--- src/hdl/lkvc_pkg.sv ---
// lkvc_pkg: shared constants, operation codes and the cell control struct
// for the lru key-value cache. Depends on nothing.

package lkvc_pkg;

    // built size of the cell row
    localparam int MAX_ENTRIES = 16;
    localparam int IDX_W = (MAX_ENTRIES > 1) ? $clog2(MAX_ENTRIES) : 1;
    localparam int CNT_W = $clog2(MAX_ENTRIES + 1);

    // field widths
    localparam int KEY_W = 32;
    localparam int VAL_W = 32;
    localparam int CAP_W = 5;
    localparam int EXT_W = (CNT_W > CAP_W) ? CNT_W : CAP_W;

    localparam logic [CAP_W-1:0] CAP_RESET = CAP_W'(16);
    localparam logic signed [VAL_W-1:0] MISS_VALUE = '1;

    // operation codes
    localparam logic FUNC_GET = 1'b0;
    localparam logic FUNC_PUT = 1'b1;

    // broadcast from the top level to every cell
    typedef struct packed {
        logic             upd;        // cells up to limit take their neighbor
        logic [IDX_W-1:0] limit;      // last cell position that shifts
        logic             set_valid;  // rewrite valid bits from new_fill
        logic [CNT_W-1:0] new_fill;   // cells below this position are valid
    } ctrl_t;

endpackage

--- src/hdl/lkvc_if.sv ---
// lkvc_if: valid/ready channel interfaces of the lru key-value cache
// (request, response and capacity write). Depends on lkvc_pkg.

interface lkvc_req_if;
    logic                               valid;
    logic                               ready;
    logic                               func;
    logic signed [lkvc_pkg::KEY_W-1:0]  lookup_key;
    logic signed [lkvc_pkg::VAL_W-1:0]  write_value;

    modport source (output valid, output func, output lookup_key,
                    output write_value, input ready);
    modport sink   (input valid, input func, input lookup_key,
                    input write_value, output ready);
endinterface

interface lkvc_rsp_if;
    logic                               valid;
    logic                               ready;
    logic                               hit;
    logic signed [lkvc_pkg::VAL_W-1:0]  read_value;
    logic                               evicted;

    modport source (output valid, output hit, output read_value,
                    output evicted, input ready);
    modport sink   (input valid, input hit, input read_value,
                    input evicted, output ready);
endinterface

interface lkvc_cfg_if;
    logic                         valid;
    logic                         ready;
    logic [lkvc_pkg::CAP_W-1:0]   data;

    modport source (output valid, output data, input ready);
    modport sink   (input valid, input data, output ready);
endinterface

--- src/hdl/lru_key_value_cache.sv ---
// lru_key_value_cache: top level; row of lkvc_cell, hit selection, fill
// count, capacity register and response register.
// Depends on lkvc_pkg, lkvc_if and lkvc_cell.
//
// Usage:
//   req carries one request: func (get or put), lookup_key, write_value.
//   rsp returns one response per request: hit, read_value (value on a get
//   hit, -1 on a get miss, 0 for a put) and evicted (a put miss that pushed
//   out the least recent entry).
//   cfg writes capacity_in_use; it is always ready. The user must see that it
//   is written only while no request is outstanding; the block itself does not
//   enforce this. Zero acts as one, values above the built size act as the built size.
// Timing:
//   the response to an accepted request is held in the response register.
//   One request per cycle is sustained while the receiver takes each response:
//   all cells compare the key in the same cycle and the row shifts by one
//   position in the cycle the request is accepted, so the cell row sets the rate.
//   When the receiver stalls, the response waits in its register and req
//   stays ready only if that register is emptied in the same cycle.
// Reset:
//   all cells become invalid, the fill count goes to zero and the capacity
//   returns to the built size of sixteen. No clearing pass is needed.

module lru_key_value_cache
(
    input  logic        clk,
    input  logic        rst_n,
    lkvc_req_if.sink    req,
    lkvc_rsp_if.source  rsp,
    lkvc_cfg_if.sink    cfg
);

    localparam int N = lkvc_pkg::MAX_ENTRIES;

    logic [lkvc_pkg::CAP_W-1:0]         capacity_reg;
    logic [lkvc_pkg::CNT_W-1:0]         fill_count_reg;
    logic [lkvc_pkg::CNT_W-1:0]         fill_count_next;

    logic                               rsp_valid_reg;
    logic                               hit_reg;
    logic signed [lkvc_pkg::VAL_W-1:0]  read_value_reg;
    logic                               evicted_reg;
    logic                               hit_next;
    logic signed [lkvc_pkg::VAL_W-1:0]  read_value_next;
    logic                               evicted_next;

    logic                               accept;
    logic [N-1:0]                       match_vec;
    logic [N-1:0]                       first_vec;
    logic [N-1:0]                       valid_vec;
    logic signed [lkvc_pkg::KEY_W-1:0]  key_vec   [N];
    logic signed [lkvc_pkg::VAL_W-1:0]  value_vec [N];
    logic signed [lkvc_pkg::KEY_W-1:0]  prev_key  [N];
    logic signed [lkvc_pkg::VAL_W-1:0]  prev_value [N];

    logic                               any_hit;
    logic                               seen;
    logic [lkvc_pkg::IDX_W-1:0]         hit_pos;
    logic signed [lkvc_pkg::VAL_W-1:0]  hit_value;
    logic [lkvc_pkg::EXT_W-1:0]         eff_cap;
    logic [lkvc_pkg::EXT_W-1:0]         fill_ext;
    logic                               full;
    logic [lkvc_pkg::IDX_W-1:0]         miss_limit;
    logic [lkvc_pkg::CNT_W-1:0]         miss_fill;
    logic signed [lkvc_pkg::VAL_W-1:0]  front_value;
    lkvc_pkg::ctrl_t                    ctrl;

    // handshakes
    assign accept    = req.valid && req.ready;
    assign req.ready = !rsp_valid_reg || rsp.ready;
    assign cfg.ready = 1'b1;

    // capacity register
    always_ff @(posedge clk or negedge rst_n)
    begin
        if (!rst_n)
        begin
            capacity_reg <= lkvc_pkg::CAP_RESET;
        end
        else if (cfg.valid && cfg.ready)
        begin
            capacity_reg <= cfg.data;
        end
    end

    // first matching cell and its value
    always_comb
    begin
        seen      = 1'b0;
        hit_pos   = '0;
        hit_value = '0;
        first_vec = '0;
        for (int i = 0; i < N; i++)
        begin
            first_vec[i] = match_vec[i] && !seen;
            seen         = seen || match_vec[i];
            if (first_vec[i])
            begin
                hit_pos = lkvc_pkg::IDX_W'(i);
            end
            hit_value = hit_value | (value_vec[i] & {lkvc_pkg::VAL_W{first_vec[i]}});
        end
    end

    assign any_hit = |match_vec;

    // effective capacity and insert position
    always_comb
    begin
        eff_cap = lkvc_pkg::EXT_W'(capacity_reg);
        if (capacity_reg == '0)
        begin
            eff_cap = lkvc_pkg::EXT_W'(1);
        end
        else if (lkvc_pkg::EXT_W'(capacity_reg) > lkvc_pkg::EXT_W'(N))
        begin
            eff_cap = lkvc_pkg::EXT_W'(N);
        end
    end

    assign fill_ext = lkvc_pkg::EXT_W'(fill_count_reg);
    assign full     = (fill_ext >= eff_cap);

    always_comb
    begin
        if (full)
        begin
            miss_limit = lkvc_pkg::IDX_W'(eff_cap - lkvc_pkg::EXT_W'(1));
            miss_fill  = lkvc_pkg::CNT_W'(eff_cap);
        end
        else
        begin
            miss_limit = lkvc_pkg::IDX_W'(fill_count_reg);
            miss_fill  = fill_count_reg + lkvc_pkg::CNT_W'(1);
        end
    end

    // broadcast control to the cell row
    always_comb
    begin
        ctrl.upd       = accept && (any_hit || (req.func == lkvc_pkg::FUNC_PUT));
        ctrl.limit     = any_hit ? hit_pos : miss_limit;
        ctrl.set_valid = accept && (req.func == lkvc_pkg::FUNC_PUT) && !any_hit;
        ctrl.new_fill  = miss_fill;
    end

    assign front_value = (req.func == lkvc_pkg::FUNC_PUT) ? req.write_value : hit_value;

    // cell row: cell 0 takes the request, each other cell its neighbor
    genvar g;
    generate
        for (g = 0; g < N; g++)
        begin : g_cell
            if (g == 0)
            begin : g_front
                assign prev_key[g]   = req.lookup_key;
                assign prev_value[g] = front_value;
            end
            else
            begin : g_chain
                assign prev_key[g]   = key_vec[g-1];
                assign prev_value[g] = value_vec[g-1];
            end

            lkvc_cell u_cell
            (
                .clk        (clk),
                .rst_n      (rst_n),
                .cell_idx   (lkvc_pkg::IDX_W'(g)),
                .ctrl       (ctrl),
                .lookup_key (req.lookup_key),
                .prev_key   (prev_key[g]),
                .prev_value (prev_value[g]),
                .match      (match_vec[g]),
                .valid      (valid_vec[g]),
                .key        (key_vec[g]),
                .value      (value_vec[g])
            );
        end
    endgenerate

    // fill count
    assign fill_count_next = ctrl.set_valid ? miss_fill : fill_count_reg;

    always_ff @(posedge clk or negedge rst_n)
    begin
        if (!rst_n)
        begin
            fill_count_reg <= '0;
        end
        else
        begin
            fill_count_reg <= fill_count_next;
        end
    end

    // response fields
    always_comb
    begin
        hit_next     = any_hit;
        evicted_next = 1'b0;
        if (req.func == lkvc_pkg::FUNC_PUT)
        begin
            read_value_next = '0;
            evicted_next    = !any_hit && full;
        end
        else if (any_hit)
        begin
            read_value_next = hit_value;
        end
        else
        begin
            read_value_next = lkvc_pkg::MISS_VALUE;
        end
    end

    // response register
    always_ff @(posedge clk or negedge rst_n)
    begin
        if (!rst_n)
        begin
            rsp_valid_reg <= 1'b0;
        end
        else if (req.ready)
        begin
            rsp_valid_reg <= req.valid;
        end
    end

    always_ff @(posedge clk)
    begin
        if (accept)
        begin
            hit_reg        <= hit_next;
            read_value_reg <= read_value_next;
            evicted_reg    <= evicted_next;
        end
    end

    assign rsp.valid      = rsp_valid_reg;
    assign rsp.hit        = hit_reg;
    assign rsp.read_value = read_value_reg;
    assign rsp.evicted    = evicted_reg;

    // keys are unique among valid cells
    a_unique_key: assert property (@(posedge clk) disable iff (!rst_n)
        $onehot0(match_vec))
        else $error("more than one cell matches the request key");

    // the number of valid cells equals the fill count
    a_fill_matches_valid: assert property (@(posedge clk) disable iff (!rst_n)
        $countones(valid_vec) == int'(fill_count_reg))
        else $error("valid cell count differs from fill count");

    a_fill_bound: assert property (@(posedge clk) disable iff (!rst_n)
        fill_count_reg <= lkvc_pkg::CNT_W'(N))
        else $error("fill count above built size");

    // an eviction only comes from a put miss
    a_evict_not_hit: assert property (@(posedge clk) disable iff (!rst_n)
        rsp_valid_reg && evicted_reg |-> !hit_reg)
        else $error("eviction reported on a hit");

    // each accepted request leaves a response in the next cycle
    a_rsp_follows: assert property (@(posedge clk) disable iff (!rst_n)
        accept |=> rsp_valid_reg)
        else $error("accepted request produced no response");

endmodule

--- src/hdl/lkvc_cell.sv ---
// lkvc_cell: one position of the recency-ordered cell row; holds a key,
// a value and a valid bit. Depends on lkvc_pkg.

module lkvc_cell
(
    input  logic                               clk,
    input  logic                               rst_n,
    input  logic [lkvc_pkg::IDX_W-1:0]         cell_idx,
    input  lkvc_pkg::ctrl_t                    ctrl,
    input  logic signed [lkvc_pkg::KEY_W-1:0]  lookup_key,
    input  logic signed [lkvc_pkg::KEY_W-1:0]  prev_key,
    input  logic signed [lkvc_pkg::VAL_W-1:0]  prev_value,
    output logic                               match,
    output logic                               valid,
    output logic signed [lkvc_pkg::KEY_W-1:0]  key,
    output logic signed [lkvc_pkg::VAL_W-1:0]  value
);

    logic signed [lkvc_pkg::KEY_W-1:0] key_reg;
    logic signed [lkvc_pkg::VAL_W-1:0] value_reg;
    logic                              valid_reg;
    logic                              valid_next;
    logic                              shift;

    // key compare against the broadcast request key
    assign match = valid_reg && (key_reg == lookup_key);
    assign shift = ctrl.upd && (cell_idx <= ctrl.limit);

    // valid bit follows the new fill count on an insert
    always_comb
    begin
        valid_next = valid_reg;
        if (ctrl.set_valid)
        begin
            valid_next = (lkvc_pkg::CNT_W'(cell_idx) < ctrl.new_fill);
        end
    end

    always_ff @(posedge clk or negedge rst_n)
    begin
        if (!rst_n)
        begin
            valid_reg <= 1'b0;
        end
        else
        begin
            valid_reg <= valid_next;
        end
    end

    // payload moves one position back toward the least recent end
    always_ff @(posedge clk)
    begin
        if (shift)
        begin
            key_reg   <= prev_key;
            value_reg <= prev_value;
        end
    end

    assign valid = valid_reg;
    assign key   = key_reg;
    assign value = value_reg;

endmodule
--- src/flat_wrapper.sv ---
// flat-port wrapper written by rule: the top's interface ports become plain ports
module lru_key_value_cache_flat 
  (clk, rst_n, req_valid, req_func, req_lookup_key, req_write_value, req_ready, rsp_valid, rsp_hit, rsp_read_value, rsp_evicted, rsp_ready, cfg_valid, cfg_data, cfg_ready);
  lkvc_req_if req_i ();
  lkvc_rsp_if rsp_i ();
  lkvc_cfg_if cfg_i ();
  input  logic clk;
  input  logic rst_n;
  input wire logic [$bits(req_i.valid)-1:0] req_valid;
  input wire logic [$bits(req_i.func)-1:0] req_func;
  input wire logic [$bits(req_i.lookup_key)-1:0] req_lookup_key;
  input wire logic [$bits(req_i.write_value)-1:0] req_write_value;
  output wire logic [$bits(req_i.ready)-1:0] req_ready;
  output wire logic [$bits(rsp_i.valid)-1:0] rsp_valid;
  output wire logic [$bits(rsp_i.hit)-1:0] rsp_hit;
  output wire logic [$bits(rsp_i.read_value)-1:0] rsp_read_value;
  output wire logic [$bits(rsp_i.evicted)-1:0] rsp_evicted;
  input wire logic [$bits(rsp_i.ready)-1:0] rsp_ready;
  input wire logic [$bits(cfg_i.valid)-1:0] cfg_valid;
  input wire logic [$bits(cfg_i.data)-1:0] cfg_data;
  output wire logic [$bits(cfg_i.ready)-1:0] cfg_ready;
  assign req_i.valid = req_valid;
  assign req_i.func = req_func;
  assign req_i.lookup_key = req_lookup_key;
  assign req_i.write_value = req_write_value;
  assign req_ready = req_i.ready;
  assign rsp_valid = rsp_i.valid;
  assign rsp_hit = rsp_i.hit;
  assign rsp_read_value = rsp_i.read_value;
  assign rsp_evicted = rsp_i.evicted;
  assign rsp_i.ready = rsp_ready;
  assign cfg_i.valid = cfg_valid;
  assign cfg_i.data = cfg_data;
  assign cfg_ready = cfg_i.ready;
  lru_key_value_cache u_core (.clk(clk), .rst_n(rst_n), .req(req_i), .rsp(rsp_i), .cfg(cfg_i));
endmodule
--- config.mk ---
export PLATFORM = sky130hd
export DESIGN_NAME = lru_key_value_cache_flat
export DESIGN_NICKNAME = d
export VERILOG_FILES = /design/src/hdl/lkvc_pkg.sv /design/src/hdl/lkvc_if.sv /design/src/hdl/lru_key_value_cache.sv /design/src/hdl/lkvc_cell.sv /design/src/flat_wrapper.sv
export SDC_FILE = /design/constraint.sdc
export NUM_CORES = 2
export LEC_CHECK = 0
export BUFFER_PORTS_ARGS = -buffer_cell sky130_fd_sc_hd__buf_2
export CORE_ASPECT_RATIO = 1.25
export CORE_UTILIZATION = 55
export CTS_CLUSTER_DIAMETER = 80
export DETAILED_ROUTE_END_ITERATION = 8
export GPL_TIMING_DRIVEN = 0
export MAX_ROUTING_LAYER = met4
export PLACE_DENSITY = 0.7
export SYNTH_ARGS = -nofsm -noshare
export SYNTH_HDL_FRONTEND = slang
export SYNTH_SLANG_ARGS = --single-unit
--- constraint.sdc ---
create_clock -name clk -period 7.8 [get_ports clk]
set_input_delay 0.39 -clock clk [delete_from_list [all_inputs] [get_ports clk]]
set_output_delay 0.39 -clock clk [all_outputs]
set_load 0.05 [all_outputs]
==> impl_results.html <==
<table>
<tr><th>Metric</th><th>Value</th></tr>
<tr><th colspan="2">Yosys</th></tr>
<tr><td>Area fraction in and, or, nand and nor cells after synthesis</td><td>6.354%</td></tr>
<tr><td>Portion of netlist area occupied by mux cells</td><td>1.142%</td></tr>
<tr><td>Xor/xnor cell area share of the yosys netlist</td><td>10.02%</td></tr>
<tr><td>Number of nets in the synthesized netlist</td><td>2938</td></tr>
<tr><td>Fraction of the yosys area taken by sequential cells</td><td>72.89%</td></tr>
<tr><td>Most frequently used flop master after synthesis</td><td>edfxtp_1</td></tr>
<tr><td>Average cell area after synthesis</td><td>15.57 sq um</td></tr>
<tr><td>Number of distinct standard cells referenced by the synthesized netlist</td><td>61</td></tr>
<tr><td>Post-synthesis register bit count</td><td>1084</td></tr>
<tr><td>Proportion of synthesized flip-flops having asynchronous set or reset</td><td>2.399%</td></tr>
<tr><td>Synth top area cells</td><td>edfxtp_1 71%, xor2_1 7.5%, xnor2_1 2.5%</td></tr>
<tr><td>Cell area after synthesis</td><td>44480 sq um</td></tr>
<tr><td>Combinational family with the most area after synthesis</td><td>XOR/XNOR gates</td></tr>
<tr><td>Area share of the leading cell type in the synthesized netlist</td><td>71.43%</td></tr>
<tr><td>Compound-Gate Fraction of Synth Area</td><td>6.743%</td></tr>
<tr><td>YS warnings</td><td>0</td></tr>
<tr><td>Synthesized-area fraction occupied by adder cells</td><td>0.1969%</td></tr>
<tr><td>Number of synthesized flops with an enable pin</td><td>1058</td></tr>
<tr><td>Number of cells produced by synthesis</td><td>2856</td></tr>
<tr><td>Cell type with the highest aggregate area in the netlist</td><td>edfxtp_1</td></tr>
<tr><th colspan="2">STA</th></tr>
<tr><td>RSZ-0062 raised after global routing</td><td>no</td></tr>
<tr><td>Final Skew</td><td>0.02434 ns</td></tr>
<tr><td>Final period util</td><td>83.32%</td></tr>
<tr><td>Final number of max-transition violations</td><td>0</td></tr>
<tr><td>Transition time of the tightest slew-check pin</td><td>1.428 ns</td></tr>
<tr><td>Normalized max-slew margin</td><td>4.627%</td></tr>
<tr><td>Final setup fails</td><td>0</td></tr>
<tr><td>Minimum period implied by the final worst setup slack</td><td>6.499 ns</td></tr>
<tr><td>Achievable frequency</td><td>0.1539 GHz</td></tr>
<tr><td>Count of endpoints failing hold in the final timing report</td><td>0</td></tr>
<tr><th colspan="2">Pwr</th></tr>
<tr><td>Power density cells</td><td>288.7 nW/um^2</td></tr>
<tr><td>Leakage</td><td>17.73 nW</td></tr>
<tr><td>Sum of internal, switching and leakage power</td><td>14.80 mW</td></tr>
<tr><td>Worst ir drop on vdd</td><td>0.0002127 V</td></tr>
<tr><th colspan="2">Hold path</th></tr>
<tr><td>Endpoint, Worst Hold</td><td>u_core.g_cell[0].u_cell.value[14]$_DFFE_PP_</td></tr>
<tr><td>Startpoint of the lowest-slack hold path</td><td>req_write_value[14]</td></tr>
<tr><td>Worst Hold Class</td><td>input pin to flip-flop</td></tr>
<tr><td>Number of cells on the worst hold path</td><td>3</td></tr>
<tr><th colspan="2">Route</th></tr>
<tr><td>Average detailed-routed wire length per instance</td><td>28.42 um</td></tr>
<tr><td>Residual DRC count</td><td>0</td></tr>
<tr><td>Detailed Routing Iterations Pass 1</td><td>6</td></tr>
<tr><td>Remaining antenna violation count after routing</td><td>0</td></tr>
<tr><td>Ratio of routed vias to standard cells</td><td>6.152</td></tr>
<tr><td>Detailed Route WL</td><td>122.5 mm</td></tr>
<tr><td>DRC marker count from the first detailed-route iteration</td><td>3129</td></tr>
<tr><td>Total number of vias</td><td>26520</td></tr>
<tr><th colspan="2">Run</th></tr>
<tr><td>Total of max-cap violations</td><td>0</td></tr>
<tr><th colspan="2">Setup path</th></tr>
<tr><td>Minimum setup slack among reg-to-reg paths</td><td>1.47 ns</td></tr>
<tr><td>Logic depth of the worst register-to-register path</td><td>17</td></tr>
<tr><td>Worst Path Required</td><td>8.17 ns</td></tr>
<tr><td>Data arrival time of the worst path</td><td>6.87 ns</td></tr>
<tr><td>Critical Path Fanout Max</td><td>20</td></tr>
<tr><td>Launch instance of the worst register-to-register path</td><td>u_core.g_cell[2].u_cell.key[4]$_DFFE_PP_</td></tr>
<tr><td>Crit path capture type</td><td>flip-flop</td></tr>
<tr><td>Kind of start point of the critical path</td><td>input pin</td></tr>
<tr><td>Path type of the worst setup path</td><td>input pin to flip-flop</td></tr>
<tr><td>End of the worst register-to-register path</td><td>u_core.g_cell[7].u_cell.key[17]$_DFFE_PP_</td></tr>
<tr><th colspan="2">Global route</th></tr>
<tr><td>Maximum number of pins on one net before global-route repair</td><td>52</td></tr>
<tr><td>First-pass GRT wire length</td><td>175.9 mm</td></tr>
<tr><td>Overflow left after global routing</td><td>0</td></tr>
<tr><td>Number of global-route vias before repair</td><td>27190</td></tr>
<tr><td>GRT Util Overall</td><td>30.76%</td></tr>
<tr><td>Antenna violations before repair</td><td>0</td></tr>
<tr><th colspan="2">Final layout</th></tr>
<tr><td>Highest-count cells in the layout ignoring fill and taps</td><td>1058 x edfxtp_1, 381 x xor2_1, 169 x nand2_1, 149 x nor2_1, 142 x buf_2</td></tr>
<tr><td>Design Area, Final</td><td>51270 sq um</td></tr>
<tr><td>Antenna cell count</td><td>0</td></tr>
<tr><td>Fraction of layout cells with a size suffix above 1</td><td>14.84%</td></tr>
<tr><td>Layout Cells excl Fill</td><td>4311</td></tr>
<tr><td>Synthesis-to-layout area growth</td><td>15.26%</td></tr>
<tr><td>Commonest non-fill, non-tap cell in the layout</td><td>edfxtp_1</td></tr>
<tr><td>Final Net Count</td><td>3240</td></tr>
<tr><th colspan="2">Placement</th></tr>
<tr><td>Gpl congestion</td><td>0.8998</td></tr>
<tr><td>Number of I/O port buffers</td><td>109</td></tr>
<tr><td>Instance area after placement</td><td>47380 sq um</td></tr>
<tr><td>Dpl hpwl</td><td>87.60 mm</td></tr>
<tr><td>Number of cells after detailed placement</td><td>4069</td></tr>
<tr><th colspan="2">Clocking</th></tr>
<tr><td>Clock-pin slew of the registers on the worst-case setup and hold paths</td><td>0.06 ns</td></tr>
<tr><td>Max H-tree Level</td><td>3</td></tr>
<tr><td>Num Clock Sinks</td><td>1084</td></tr>
<tr><td>Clk buf depth</td><td>3</td></tr>
<tr><td>Clk root buf</td><td>clkbuf_16</td></tr>
<tr><td>CTS tree</td><td>yes</td></tr>
<tr><td>Clock Latency Late Sink</td><td>0.68 ns</td></tr>
<tr><td>CTS Buf Count</td><td>107</td></tr>
<tr><th colspan="2">Floorplanning</th></tr>
<tr><td>Placement Rows</td><td>116</td></tr>
<tr><td>Top-Level Pins</td><td>112</td></tr>
<tr><td>Initial core utilization</td><td>55.52%</td></tr>
<tr><td>Die area</td><td>82020 sq um</td></tr>
<tr><td>Die height</td><td>320.0 um</td></tr>
<tr><td>Die X</td><td>256.4 um</td></tr>
<tr><td>Core region area</td><td>80120 sq um</td></tr>
<tr><th colspan="2">Outcome</th></tr>
<tr><td>Result of the run</td><td>finished clean</td></tr>
</table>
==> layout make-up <==
| type | instances | area (sq um) |
|---|---|---|
| clock inverter | 70 | 616.8 |
| tap | 1062 | 1329 |
| buffer | 159 | 868.3 |
| inverter | 82 | 315.3 |
| multi-input combinational | 1531 | 11040 |
| clock buffer | 130 | 2848 |
| sequential | 1084 | 32420 |
| fill | 5730 | 28850 |
| timing repair buffer | 193 | 1829 |
==> stage by stage <==
stage	hold slack [ns]	setup slack [ns]	util, %	TNS [ns]
after floorplan	0.09441	-0.3363	-	-43.02
after global placement	0.4296	-6.814	57.86	-3396.04
after detailed placement	0.4317	1.328	59.14	0
after CTS	0.01364	1.496	63.99	0
after global routing	0.04903	1.229	63.99	0
final	0.04170	1.301	63.99	0
==> worst max-delay path by stage <==
stage | from | cells after the start | endpoint
floorplan | u_core.rsp.valid$_DFFE_PN0N_ | 5 | u_core.g_cell[7].u_cell.key[0]$_DFFE_PP_
global placement | req_lookup_key[4] | 12 | u_core.g_cell[11].u_cell.key[30]$_DFFE_PP_
detailed placement | req_lookup_key[9] | 19 | u_core.g_cell[7].u_cell.key[8]$_DFFE_PP_
CTS | req_lookup_key[4] | 20 | u_core.g_cell[7].u_cell.key[17]$_DFFE_PP_
global route | req_lookup_key[4] | 20 | u_core.g_cell[7].u_cell.key[17]$_DFFE_PP_
finish | req_lookup_key[4] | 20 | u_core.g_cell[7].u_cell.key[17]$_DFFE_PP_
==> routing by layer <==
metal / track usage (%) / up-vias / wire [um]
li1: - / 11360 / -
met5: - / - / 0
met4: 15.58 / 0 / 6629
met1: 34.78 / 13260 / 42100
met2: 52.23 / 1575 / 62590
met3: 5.777 / 330 / 11200
==> synth_stat cells (3+ instances only) <==
cell type / instances
o211ai_2: 9
buf_1: 3
o211ai_1: 22
nand4_1: 41
buf_2: 33
or3_1: 3
xor2_1: 381
nor3b_1: 3
nand2_1: 169
clkbuf_1: 64
xnor2_1: 128
o2111ai_1: 33
edfxtp_1: 1058
inv_1: 81
mux2_2: 14
nand2b_1: 11
a2111oi_2: 30
buf_4: 57
a21o_1: 10
and3_1: 3
ha_1: 7
nor2_1: 153
a31oi_1: 36
mux2i_1: 35
o31ai_1: 4
nor4_1: 95
a211oi_1: 7
nand3_1: 56
a211o_1: 31
a22oi_1: 63
or4_1: 5
nor3_1: 21
a21oi_1: 75
o21ai_0: 21
dfrtp_1: 25
a2bb2oi_1: 33
==> timing repair <==
action / 4_1_cts / 5_1_grt
hold endpoints to repair: 63 / 0
hold buffers: 42 / 0
resized for setup: 0 / 0
buffers inserted: 0 / 0
==> worst max-delay path: stages <==
cell and delay (ns):
dlygate4sd3_1 0.52, buf_2 0.12, buf_4 0.19, xor2_1 0.27
nor4_1 0.50, nand4_1 0.35, or4_1 0.59, clkbuf_1 0.31
nand4_1 0.42, buf_4 0.31, nor3_1 0.09, nand2_1 0.55
nor3b_1 0.12, or2_2 0.29, clkbuf_1 0.33, a211oi_4 0.69
buf_8 0.25, buf_8 0.17, buf_16 0.17, buf_8 0.20
==> kinds of logic (layout without fill, tap and decap cells) <==
kind of cell	Yosys count	count (layout)
XOR/XNOR	509	509
flip-flops	1084	1084
AO/OA/AOI/OAI	384	384
buffers and inverters	241	634
adder cells (fa/ha/maj)	7	7
AND/OR/NAND/NOR	581	581
other	1	1
multiplexers	49	49
==> where the power goes <==
part	internal (mW)	switching [mW]	total, mW
registers	7.37	0.423	7.79
clock network	2.93	2.21	5.13
logic	0.605	1.27	1.88
total	10.9	3.90	14.8
Note: power is estimated with default switching activity, not from simulation.
